File: src/hw/rtl/gker_pkg.sv
// ----------------------------------------------------------------------------
// gker_pkg
// Shared types and constants for the gamepad key edge and auto-repeat block.
// ----------------------------------------------------------------------------
package gker_pkg;

  localparam int KEY_W   = 24;
  localparam int STICK_W = 8;
  localparam int CNT_W   = 32;
  localparam int IVL_W   = 16;
  localparam int THR_W   = 8;
  localparam int ADDR_W  = 5;
  localparam int DATA_W  = 32;

  // Fixed button positions.
  localparam logic [KEY_W-1:0] KEY_UP    = KEY_W'(24'h000010);
  localparam logic [KEY_W-1:0] KEY_RIGHT = KEY_W'(24'h000020);
  localparam logic [KEY_W-1:0] KEY_DOWN  = KEY_W'(24'h000040);
  localparam logic [KEY_W-1:0] KEY_LEFT  = KEY_W'(24'h000080);
  localparam logic [KEY_W-1:0] KEY_HOLD  = KEY_W'(24'h020000);

  // Register indexes (byte address divided by four).
  localparam logic [2:0] REG_HOLD_ZEROES = 3'd0;
  localparam logic [2:0] REG_THRESHOLD   = 3'd1;
  localparam logic [2:0] REG_INTERVAL    = 3'd2;
  localparam logic [2:0] REG_DELAY       = 3'd3;
  localparam logic [2:0] REG_MASK        = 3'd4;

  typedef struct packed {
    logic [KEY_W-1:0]   buttons_in;
    logic               home_down;
    logic [STICK_W-1:0] stick_x_raw;
    logic [STICK_W-1:0] stick_y_raw;
  } in_t;

  typedef struct packed {
    logic [KEY_W-1:0]          held_keys;
    logic [KEY_W-1:0]          pressed_keys;
    logic [KEY_W-1:0]          released_keys;
    logic signed [STICK_W-1:0] stick_x;
    logic signed [STICK_W-1:0] stick_y;
  } out_t;

  typedef struct packed {
    logic               hold_zeroes_stick;
    logic [THR_W-1:0]   dpad_threshold;
    logic [IVL_W-1:0]   repeat_interval;
    logic [IVL_W-1:0]   repeat_delay;
    logic [KEY_W-1:0]   repeat_mask;
  } cfg_t;

  // Controller to datapath.
  typedef struct packed {
    logic load_in;
    logic calc;
    logic check;
    logic div_start;
    logic commit;
  } cmd_t;

  // Datapath to controller.
  typedef struct packed {
    logic need_mod;
    logic div_busy;
    logic out_free;
  } sts_t;

  typedef enum logic [2:0] {
    ST_IDLE,
    ST_CALC,
    ST_CHECK,
    ST_DIV,
    ST_DONE
  } state_t;

endpackage

File: src/hw/rtl/gker_rem.sv
// ----------------------------------------------------------------------------
// gker_rem
// Iterative remainder unit: restoring division, one dividend bit per cycle.
// ----------------------------------------------------------------------------
module gker_rem
  import gker_pkg::*;
(
  input  logic             clk,
  input  logic             rst,
  input  logic             start,
  input  logic [CNT_W-1:0] dividend,
  input  logic [IVL_W-1:0] divisor,
  output logic             busy,
  output logic [IVL_W-1:0] rem
);

  localparam int STEP_W = $clog2(CNT_W);

  logic [CNT_W-1:0]  dvd;
  logic [IVL_W-1:0]  dsr;
  logic [STEP_W-1:0] step;
  logic [IVL_W:0]    rem_sh;
  logic [IVL_W:0]    rem_sub;

  always_comb begin
    rem_sh  = {rem, dvd[CNT_W-1]};
    rem_sub = rem_sh - {1'b0, dsr};
  end

  always_ff @(posedge clk) begin
    if (rst) begin
      busy <= 1'b0;
      step <= '0;
    end else if (start) begin
      busy <= 1'b1;
      step <= STEP_W'(CNT_W - 1);
    end else if (busy) begin
      if (step == '0) begin
        busy <= 1'b0;
      end else begin
        step <= step - 1'b1;
      end
    end
  end

  always_ff @(posedge clk) begin
    if (start) begin
      dvd <= dividend;
      dsr <= divisor;
      rem <= '0;
    end else if (busy) begin
      dvd <= {dvd[CNT_W-2:0], 1'b0};
      if (rem_sh >= {1'b0, dsr}) begin
        rem <= rem_sub[IVL_W-1:0];
      end else begin
        rem <= rem_sh[IVL_W-1:0];
      end
    end
  end

endmodule

File: src/hw/rtl/gker_dp.sv
// ----------------------------------------------------------------------------
// gker_dp
// Datapath: stick centering, direction merge, repeat counter, edge words,
// kept state and the output register.
// ----------------------------------------------------------------------------
module gker_dp
  import gker_pkg::*;
#(
  parameter int BUTTON_BITS = 24
) (
  input  logic clk,
  input  logic rst,
  input  cmd_t cmd,
  output sts_t sts,
  input  cfg_t cfg,
  input  in_t  in_data,
  output logic out_valid,
  input  logic out_stall,
  output out_t out_data
);

  localparam logic [KEY_W-1:0] BTN_MASK = (BUTTON_BITS >= KEY_W) ? {KEY_W{1'b1}} :
      KEY_W'((64'(1) << BUTTON_BITS) - 64'(1));

  // Captured request and working registers.
  in_t                in_r;
  logic [KEY_W-1:0]   btn_w;
  logic [STICK_W-1:0] sx_w;
  logic [STICK_W-1:0] sy_w;
  logic [CNT_W-1:0]   cnt_w;
  logic               mod_w;

  // Persistent state.
  logic [KEY_W-1:0]   last_held;
  logic [CNT_W-1:0]   repeat_count;
  logic [STICK_W-1:0] stick_x_kept;
  logic [STICK_W-1:0] stick_y_kept;
  logic [KEY_W-1:0]   held_kept;

  logic [KEY_W-1:0]   btn_raw;
  logic [KEY_W-1:0]   btn_dir;
  logic [STICK_W-1:0] sx_c;
  logic [STICK_W-1:0] sy_c;
  logic signed [STICK_W+1:0] sx_e;
  logic signed [STICK_W+1:0] sy_e;
  logic signed [STICK_W+1:0] thr_p;
  logic signed [STICK_W+1:0] thr_n;
  logic [CNT_W-1:0]   cnt_calc;
  logic               need_mod;
  logic               div_busy;
  logic [IVL_W-1:0]   div_rem;
  logic               fire;
  logic [KEY_W-1:0]   prev_eff;
  logic               out_free;

  gker_rem u_rem (
    .clk      (clk),
    .rst      (rst),
    .start    (cmd.div_start),
    .dividend (cnt_w - CNT_W'(cfg.repeat_delay)),
    .divisor  (cfg.repeat_interval),
    .busy     (div_busy),
    .rem      (div_rem)
  );

  // Stick and direction merge, evaluated from the captured request.
  always_comb begin
    btn_raw = in_r.buttons_in & BTN_MASK;
    if (cfg.hold_zeroes_stick && ((btn_raw & KEY_HOLD) != '0)) begin
      sx_c = '0;
      sy_c = '0;
    end else begin
      // Subtracting the center of 128 only flips the top bit.
      sx_c = {~in_r.stick_x_raw[STICK_W-1], in_r.stick_x_raw[STICK_W-2:0]};
      sy_c = {~in_r.stick_y_raw[STICK_W-1], in_r.stick_y_raw[STICK_W-2:0]};
    end
    sx_e  = (STICK_W+2)'(signed'(sx_c));
    sy_e  = (STICK_W+2)'(signed'(sy_c));
    thr_p = signed'({2'b00, cfg.dpad_threshold});
    thr_n = -thr_p;
    btn_dir = btn_raw;
    if (cfg.dpad_threshold != '0) begin
      if (sy_e >= thr_p) btn_dir = btn_dir | KEY_DOWN;
      if (sy_e <= thr_n) btn_dir = btn_dir | KEY_UP;
      if (sx_e >= thr_p) btn_dir = btn_dir | KEY_RIGHT;
      if (sx_e <= thr_n) btn_dir = btn_dir | KEY_LEFT;
      btn_dir = btn_dir & BTN_MASK;
    end
    cnt_calc = (last_held == btn_dir) ? repeat_count + 1'b1 : '0;
  end

  // A repeat is possible only for an unchanged state at or past the delay.
  always_comb begin
    need_mod = !in_r.home_down && (cfg.repeat_interval != '0) &&
               (last_held == btn_w) && (cnt_w >= CNT_W'(cfg.repeat_delay));
    fire     = mod_w && (div_rem == '0);
    prev_eff = fire ? (last_held & ~cfg.repeat_mask) : last_held;
    out_free = !out_valid || !out_stall;
    sts.need_mod = need_mod;
    sts.div_busy = div_busy;
    sts.out_free = out_free;
  end

  always_ff @(posedge clk) begin
    if (cmd.load_in) begin
      in_r <= in_data;
    end
    if (cmd.calc) begin
      btn_w <= btn_dir;
      sx_w  <= sx_c;
      sy_w  <= sy_c;
      cnt_w <= cnt_calc;
    end
    if (cmd.check) begin
      mod_w <= need_mod;
    end
  end

  always_ff @(posedge clk) begin
    if (rst) begin
      last_held    <= '0;
      repeat_count <= '0;
      stick_x_kept <= '0;
      stick_y_kept <= '0;
      held_kept    <= '0;
      out_valid    <= 1'b0;
    end else begin
      if (cmd.commit) begin
        out_valid <= 1'b1;
        if (in_r.home_down) begin
          last_held <= '0;
          held_kept <= '0;
        end else begin
          last_held    <= btn_w;
          held_kept    <= btn_w;
          stick_x_kept <= sx_w;
          stick_y_kept <= sy_w;
          if (cfg.repeat_interval != '0) begin
            repeat_count <= cnt_w;
          end
        end
      end else if (!out_stall) begin
        out_valid <= 1'b0;
      end
    end
  end

  always_ff @(posedge clk) begin
    if (cmd.commit) begin
      if (in_r.home_down) begin
        out_data.held_keys     <= '0;
        out_data.pressed_keys  <= '0;
        out_data.released_keys <= '0;
        out_data.stick_x       <= signed'(stick_x_kept);
        out_data.stick_y       <= signed'(stick_y_kept);
      end else begin
        out_data.held_keys     <= btn_w;
        out_data.pressed_keys  <= ~prev_eff & btn_w;
        out_data.released_keys <= prev_eff & ~btn_w;
        out_data.stick_x       <= signed'(sx_w);
        out_data.stick_y       <= signed'(sy_w);
      end
    end
  end

endmodule

File: src/hw/rtl/gker_ctrl.sv
// ----------------------------------------------------------------------------
// gker_ctrl
// Controller: sequences capture, evaluation, repeat check and result commit.
// ----------------------------------------------------------------------------
module gker_ctrl
  import gker_pkg::*;
(
  input  logic clk,
  input  logic rst,
  input  logic in_valid,
  output logic in_stall,
  input  sts_t sts,
  output cmd_t cmd
);

  state_t state;
  state_t state_next;

  always_ff @(posedge clk) begin
    if (rst) begin
      state <= ST_IDLE;
    end else begin
      state <= state_next;
    end
  end

  always_comb begin
    state_next = state;
    cmd        = '0;
    in_stall   = 1'b1;
    case (state)
      ST_IDLE: begin
        in_stall = 1'b0;
        if (in_valid) begin
          cmd.load_in = 1'b1;
          state_next  = ST_CALC;
        end
      end
      ST_CALC: begin
        cmd.calc   = 1'b1;
        state_next = ST_CHECK;
      end
      ST_CHECK: begin
        cmd.check = 1'b1;
        if (sts.need_mod) begin
          cmd.div_start = 1'b1;
          state_next    = ST_DIV;
        end else begin
          state_next = ST_DONE;
        end
      end
      ST_DIV: begin
        if (!sts.div_busy) begin
          state_next = ST_DONE;
        end
      end
      ST_DONE: begin
        if (sts.out_free) begin
          cmd.commit = 1'b1;
          state_next = ST_IDLE;
        end
      end
      default: begin
        state_next = ST_IDLE;
      end
    endcase
  end

endmodule

File: src/hw/rtl/gamepad_key_edge_repeat.sv
// An accepted request goes through CALC, CHECK and DONE, with DIV after CHECK
// when the repeat check runs in the 32-step remainder unit; DONE commits the
// result once the output is free. A new request is taken only in IDLE, after
// the last one is committed. The output register lets a new request in while a
// result waits. Reset (rst, synchronous) clears the configuration, controller
// state, key state and out_valid, but not the working registers or out_data.
// ----------------------------------------------------------------------------
// gamepad_key_edge_repeat
// Gamepad button edge detector with stick-to-direction merge and auto-repeat.
// ----------------------------------------------------------------------------
module gamepad_key_edge_repeat
  import gker_pkg::*;
#(
  parameter int BUTTON_BITS = 24
) (
  input  logic              clk,
  input  logic              rst,
  input  logic              in_valid,
  output logic              in_stall,
  input  in_t               in_data,
  output logic              out_valid,
  input  logic              out_stall,
  output out_t              out_data,
  input  logic              psel,
  input  logic              penable,
  input  logic              pwrite,
  input  logic [ADDR_W-1:0] paddr,
  input  logic [DATA_W-1:0] pwdata,
  output logic [DATA_W-1:0] prdata,
  output logic              pready
);

  cfg_t       cfg;
  cmd_t       cmd;
  sts_t       sts;
  logic [2:0] reg_idx;
  logic       wr_en;

  assign pready  = 1'b1;
  assign reg_idx = paddr[ADDR_W-1:2];
  assign wr_en   = psel && penable && pwrite;

  always_ff @(posedge clk) begin
    if (rst) begin
      cfg <= '0;
    end else if (wr_en) begin
      case (reg_idx)
        REG_HOLD_ZEROES: cfg.hold_zeroes_stick <= pwdata[0];
        REG_THRESHOLD:   cfg.dpad_threshold    <= pwdata[THR_W-1:0];
        REG_INTERVAL:    cfg.repeat_interval   <= pwdata[IVL_W-1:0];
        REG_DELAY:       cfg.repeat_delay      <= pwdata[IVL_W-1:0];
        REG_MASK:        cfg.repeat_mask       <= pwdata[KEY_W-1:0];
        default: begin
        end
      endcase
    end
  end

  always_comb begin
    case (reg_idx)
      REG_HOLD_ZEROES: prdata = DATA_W'(cfg.hold_zeroes_stick);
      REG_THRESHOLD:   prdata = DATA_W'(cfg.dpad_threshold);
      REG_INTERVAL:    prdata = DATA_W'(cfg.repeat_interval);
      REG_DELAY:       prdata = DATA_W'(cfg.repeat_delay);
      REG_MASK:        prdata = DATA_W'(cfg.repeat_mask);
      default:         prdata = '0;
    endcase
  end

  gker_ctrl u_ctrl (
    .clk      (clk),
    .rst      (rst),
    .in_valid (in_valid),
    .in_stall (in_stall),
    .sts      (sts),
    .cmd      (cmd)
  );

  gker_dp #(
    .BUTTON_BITS (BUTTON_BITS)
  ) u_dp (
    .clk       (clk),
    .rst       (rst),
    .cmd       (cmd),
    .sts       (sts),
    .cfg       (cfg),
    .in_data   (in_data),
    .out_valid (out_valid),
    .out_stall (out_stall),
    .out_data  (out_data)
  );

`ifndef SYNTHESIS
  // Only one request is in flight: an accepted request closes the input.
  a_one_in_flight: assert property (@(posedge clk) disable iff (rst)
    (in_valid && !in_stall) |=> in_stall)
    else $error("request accepted while another is in flight");

  // A pressed key is always a held key.
  a_pressed_held: assert property (@(posedge clk) disable iff (rst)
    out_valid |-> ((out_data.pressed_keys & ~out_data.held_keys) == '0))
    else $error("pressed key not held");

  // A released key is never a held key.
  a_released_up: assert property (@(posedge clk) disable iff (rst)
    out_valid |-> ((out_data.released_keys & out_data.held_keys) == '0))
    else $error("released key still held");
`endif

endmodule
File: config.mk
export PLATFORM = sky130hd
export DESIGN_NAME = gamepad_key_edge_repeat
export DESIGN_NICKNAME = d
export VERILOG_FILES = /design/src/hw/rtl/gker_pkg.sv /design/src/hw/rtl/gker_rem.sv /design/src/hw/rtl/gker_dp.sv /design/src/hw/rtl/gker_ctrl.sv /design/src/hw/rtl/gamepad_key_edge_repeat.sv
export SDC_FILE = /design/constraint.sdc
export NUM_CORES = 1
export LEC_CHECK = 0
export ABC_AREA = 1
export BUFFER_PORTS_ARGS = -buffer_cell sky130_fd_sc_hd__buf_2
export CAP_MARGIN = 15
export CORE_MARGIN = 10
export CORE_UTILIZATION = 25
export DETAILED_ROUTE_END_ITERATION = 12
export GPL_ROUTABILITY_DRIVEN = 1
export PLACE_DENSITY = 0.51
export SKIP_LAST_GASP = 1
export SYNTH_ARGS = -nofsm -noshare
export SYNTH_HDL_FRONTEND = slang
export SYNTH_SLANG_ARGS = --single-unit
File: constraint.sdc
create_clock -name clk -period 7.9 [get_ports clk]
set_input_delay 2.37 -clock clk [delete_from_list [all_inputs] [get_ports clk]]
set_output_delay 2.37 -clock clk [all_outputs]
set_load 0.02 [all_outputs]
## Word level (Yosys, flattened, before mapping)

Index checks and enable logic that the tools add are counted.

| word-level totals | value |
|---|---|
| output and inout bits | 123 |
| register bits after elaboration | 413 |
| input port bits | 85 |
| word-level logic and storage cells | 127 |

| cells by class | value |
|---|---|
| order comparisons | 6 |
| add/subtract/negate cells | 5 |
| bitwise logic cells | 9 |
| eq/ne operators | 15 |
| reduce and logical (&&, ||, !) cells | 27 |
| mux-type cells | 35 |

Operators with widths:

| operator | count |
|---|---|
| case mux 24 bit (5 select lines) | 1 |
| bitwise AND 24 bit | 3 |
| inverter 24 bit | 3 |
| two-way mux 32 bit | 2 |
| == test 24 bit | 2 |
| two-way mux 24 bit | 2 |
| adder 32 x 1 -> 32 bit (second input constant) | 1 |
| >= comparator 32 x 16 -> 1 bit | 1 |
| two-way mux 16 bit | 2 |
| two-way mux 8 bit | 4 |
| subtractor 32 x 16 -> 32 bit | 1 |
| <= comparator 8 x 10 -> 1 bit | 2 |
| two-way mux 5 bit | 4 |
| >= comparator 8 x 9 -> 1 bit | 2 |
| >= comparator 17 x 16 -> 1 bit | 1 |
| logical NOT 16 bit | 1 |
| nonzero test 16 bit | 1 |
| subtractor 16 bit | 1 |
| case mux 3 bit (5 select lines) | 1 |
| AND reduction 2 bit | 7 |
| == test 3 x 2 -> 1 bit (second input constant) | 4 |
| two-way mux 1 bit | 12 |
| two-way mux 3 bit | 4 |
| negation 8 -> 10 bit | 1 |
| 17 further kinds | 34 |

## Depth between registers and ports, before layout

| logic depth | value |
|---|---|
| depth after elaboration | 9 |
| depth in mapped cells | 22 |
| depth with buffers taken out | 21 |

## Cells and area by module

From an unflattened synthesis, not the netlist that was laid out.

| second synthesis, totals | value |
|---|---|
| cell total of the unflattened synthesis | 2503 |
| area total of the unflattened synthesis | 21111.5 um2 |

Modules (own cells, without submodules):

| module | cells each | times used | area an instance (um2) |
|---|---|---|---|
| gker_dp | 1427 | 1 | 13568.0 |
| gker_rem | 510 | 1 | 4100.2 |
| gamepad_key_edge_repeat | 531 | 1 | 3234.4 |
| gker_ctrl | 35 | 1 | 209.0 |

## Worst setup path after synthesis

Ideal clock, no wire load.

| timing | value |
|---|---|
| kind | input port to flip-flop |
| from | input out_stall |
| to | register u_dp.repeat_count[26] |
| stages | 8 |
| arrival time | 8166 ps |
| slack | -336 ps |
| data required time | 7830 ps |
| cells stage by stage | a21oi_1 > inv_1 > nor2_1 > nand2_1 > inv_1 > buf_1 > o21ai_0 > a21oi_1 |

| between the ends | value |
|---|---|
| longest elaborated chain between the ends | 5 |

Ends and longest elaborated chain:

| item | line | text |
|---|---|---|
| start: declaration | gamepad_key_edge_repeat.sv:22 | `input logic out_stall,` |
| logical NOT 1 bit | gker_dp.sv:98 | `out_free = !out_valid \|\| !out_stall;` |
| logical OR 1 bit | gker_dp.sv:98 |  |
| two-way mux 1 bit | gker_ctrl.sv:58 | `if (sts.out_free) begin` |
| two-way mux 1 bit | gker_ctrl.sv:31 | `case (state)` |
| AND reduction 3 bit (no line) | n/a |  |
| end signal: assignment | gker_dp.sv:139 | `repeat_count <= cnt_w;` |
| end: declaration | gker_dp.sv:35 | `logic [CNT_W-1:0] repeat_count;` |

No other way between the ends.
A chain may end at the register's enable or synchronous reset.

## Final worst setup path

| timing | value |
|---|---|
| from | input paddr[2] |
| to | output prdata[0] |

| between the ends | value |
|---|---|
| longest elaborated chain between the ends | 2 |
| elaborated cells on any way between the ends | 6 |
| those cells by class | 4 x eq/ne; 1 x mux; 1 x reduce/logical |

Ends and longest elaborated chain:

| item | line | text |
|---|---|---|
| start: declaration | gamepad_key_edge_repeat.sv:27 | `input logic [ADDR_W-1:0] paddr,` |
| == test 3 bit (tied with other cells) | gamepad_key_edge_repeat.sv:60 | `case (reg_idx)` |
| case mux 24 bit (5 select lines) (*) | gamepad_key_edge_repeat.sv:60 |  |
| end: declaration | gamepad_key_edge_repeat.sv:29 | `output logic [DATA_W-1:0] prdata,` |

Mark *: on every way between the ends. The rest lies on a longest branch, timed or not.

==> metrics <==
status=complete, no violations; Area Growth Syn to Fin=17.2%; Final Wtd Congestion=0.870; Max VDD drop=0.144 mV; total of warnings raised by yosys=0; die area=between 90000 and 100000 um^2; Post-Layout Cell Count=3530; share of post-route cells with drive strength above 1=0.157; Leak Pwr=~9.4 nW; synthesized area=20400 um^2; Internal=4.03 mW; Placed Cells=3446; total CTS buffers=45; Hold Vio Cnt, Final=0; leading area contributor after synthesis=edfxtp_1; DRT Pass-1 Iters=7; sw frac=0.290; CP endpoint kind=primary output; Overflow after GRT=0; post-route setup TNS=0 ns; via/cell ratio=~4.6; Clk Latency, worst-skew pair=0.58 ns; clock buffer depth=3; slowest cell delay on critical path=0.53 ns; HP Start=u_dp.stick_x_kept[0]$_SDFFE_PP0P_; clk_skew=0.0235 ns; Sink Count=413; first-pass GRT wire length=96000 um; Main synth FF type=edfxtp_1; Yosys reg bits=413; Period minus WS final=about 6.6 ns; final net count=2582; Req. time, crit path=roughly 5.5 ns; worst-path fanout max=17; critical path type=in -> out; nature of the critical path startpoint=input pin; Least-Margin Pin Slew=1.15 ns; hold path depth=2; Final HPWL DP=47400 um; Net Sw Power=around 1.6 mW; initial antenna violation count=8; Reg power frac=0.459; Syn Area/Cell=9.04 um^2; # DRC=0; DRT iter0 DRCs=1451; Pwr per Cell Area=238 nW/um^2; Total GRT Usage=0.132; Mapped Cells=2256; Worst EP arrival=4.21 ns; initial core utilization=0.253; hold path endpoint=u_dp.stick_x_kept[0]$_SDFFE_PP0P_; worst hold path class=reg -> reg; Async S/R FF share, synth=0; DR WL/cell=between 15 and 20 um; Gate power share=0.166; CTS Hold Bufs=0; Buffers on Ports=between 150 and 200; Area contributors post-synth=edfxtp_1, dfxtp_1, inv_1, nand2_1, o21ai_0; Reg clk slew, reported paths=0.06 ns; Routed Antenna Nets=0; post-CTS setup repair buffer count=0; chip width=between 300 and 400 um; Fmax achieved=152 MHz; slowest cell on the critical path=a221o_1; DRT Wirelength=63300 um; IO Count=around 210; Die Ht=306 um; pin count of the biggest net entering global routing=100; number of global-route vias before repair=15400; top post-synthesis cells by count=inv_1, nand2_1, edfxtp_1; max-slew violations=0; CTS tree=yes; setup repair after global routing missed its margin=false; most used cell, CP=buf_2; EDFF count, synth=250; crit share post-route=0.832; RR Endpoint=u_dp.u_rem.dvd[3]$_DFFE_PP_; Root Driver=clkbuf_16; crit-path cells=buf_2 -> nor2_1 -> nand2_1 -> buf_4 -> clkinv_1 -> a221o_1 -> buf_2; register area share after synthesis=0.528; total number of vias=16100; core area=80700 um^2; Relative slew margins=0.232; Reg2Reg Depth=16; Synth cell types=between 50 and 60; Max Cap Viol=0; endpoints failing setup=0; Synth top area share=0.368; internal reg-to-reg setup slack=approximately 4.2 ns; Clk network pwr share=0.375; PostCTS Resize Cnt=0; # H-tree levels=2; most frequent cell after synthesis=inv_1; reg2reg start=cfg[24]$_SDFFE_PP0P_; Rows=~100
[metal layers]
metal	up-vias	part of all wire	GRT usage
li1	7952	-	-
met1	7596	0.48	0.190
met2	465	0.42	0.195
met3	75	0.081	0.0301
met4	8	0.020	0.0347
met5	-	0.00087	0
[layout make-up]
cell class              instances  area (um^2)
clock buffers                  70         1370
repair buffers                206         1080
diodes                          1         2.50
flip-flops and latches        413        10800
clock inverters                13          118
multi-input cells            1442         8010
inverters                     325         1230
well taps                    1060         1330
fillers                      8588        56800
[registers in the layout, summed over array words and instances (netlist names), 17 cells and up]
register,flops
cfg,65
u_dp.cnt_w,32
u_dp.repeat_count,32
u_dp.btn_w,24
u_dp.u_rem.dvd,32
u_dp.out_data,88
u_dp.in_r,17
u_dp.last_held,24
u_dp.btn_raw,24
[through the flow]
stage | instance area (um^2) | util | power, mW | setup slack [ns] | hold WS, ns
final | 23900 | 0.296 | 5.68 | 1.32 | 0.448
after global routing | 23900 | 0.296 | 5.95 | 1.24 | 0.463
after CTS | 23900 | 0.296 | 5.74 | 1.35 | 0.448
after detailed placement | 22400 | 0.278 | 3.60 | 1.36 | 0.439
after global placement | 22400 | 0.278 | 3.59 | 1.39 | 0.434
after floorplan | 20400 | - | 3.29 | 1.80 | 0.425
[worst max-delay path, delay by kind of cell]
| kind | cells | cell delay (ns) |
|---|---|---|
| buffers and inverters | 4 | 1.16 |
| AO/OA/AOI/OAI | 1 | 0.53 |
| AND/OR/NAND/NOR | 2 | 0.12 |
[worst max path at each step]
stage,from,endpoint,depth (start not counted)
floorplan,out_stall,u_dp.repeat_count[26]$_SDFFE_PP0P_,8
global placement,paddr[2],prdata[0],7
detailed placement,paddr[2],prdata[0],7
CTS,paddr[2],prdata[0],7
global route,paddr[2],prdata[0],7
finish,paddr[2],prdata[0],7
[logic make-up (layout without fill, tap and decap cells)]
kind of cell / Yosys count / in the layout / share of synthesized area
compound gates: 449 / 449 / 0.119
fa+ha+maj: 64 / 64 / 0.0400
other cells: 2 / 10 / 0.000368
flops: 413 / 413 / 0.528
buf+inv: 408 / 614 / 0.0811
xor+xnor: 80 / 80 / 0.0347
simple gates: 840 / 840 / 0.196
[cell usage in the layout (no fill, tap or decap), types with 6 or more instances in the layout]
cell / instances
buf_4: 18
nor4_1: 20
nand4_1: 30
edfxtp_1: 250
a21oi_1: 176
nor2_2: 8
clkbuf_16: 48
nor3_2: 38
xnor2_1: 25
ha_1: 62
nor2_1: 223
clkbuf_8: 8
inv_2: 9
clkbuf_1: 13
nand2_1: 306
nand3_2: 10
conb_1: 9
o21ai_1: 8
clkinv_1: 7
o21bai_1: 6
o21ai_0: 203
or2_2: 9
xor2_1: 54
nor3_1: 56
nand3_1: 99
nor2_4: 9
nand2_2: 17
inv_1: 310
o211ai_1: 14
dfxtp_1: 163
buf_2: 188
[power by group through the flow]
stage | Sequential, mW | Clock (mW) | Combinational (mW)
2_1_floorplan | 2.68 | 0 | 0.604
3_3_place_gp | 2.66 | 0 | 0.939
3_5_place_dp | 2.66 | 0 | 0.941
4_1_cts | 2.61 | 2.18 | 0.945
5_1_grt | 2.63 | 2.27 | 1.06
6_report | 2.61 | 2.13 | 0.941
(Power assumes the default switching activity.)
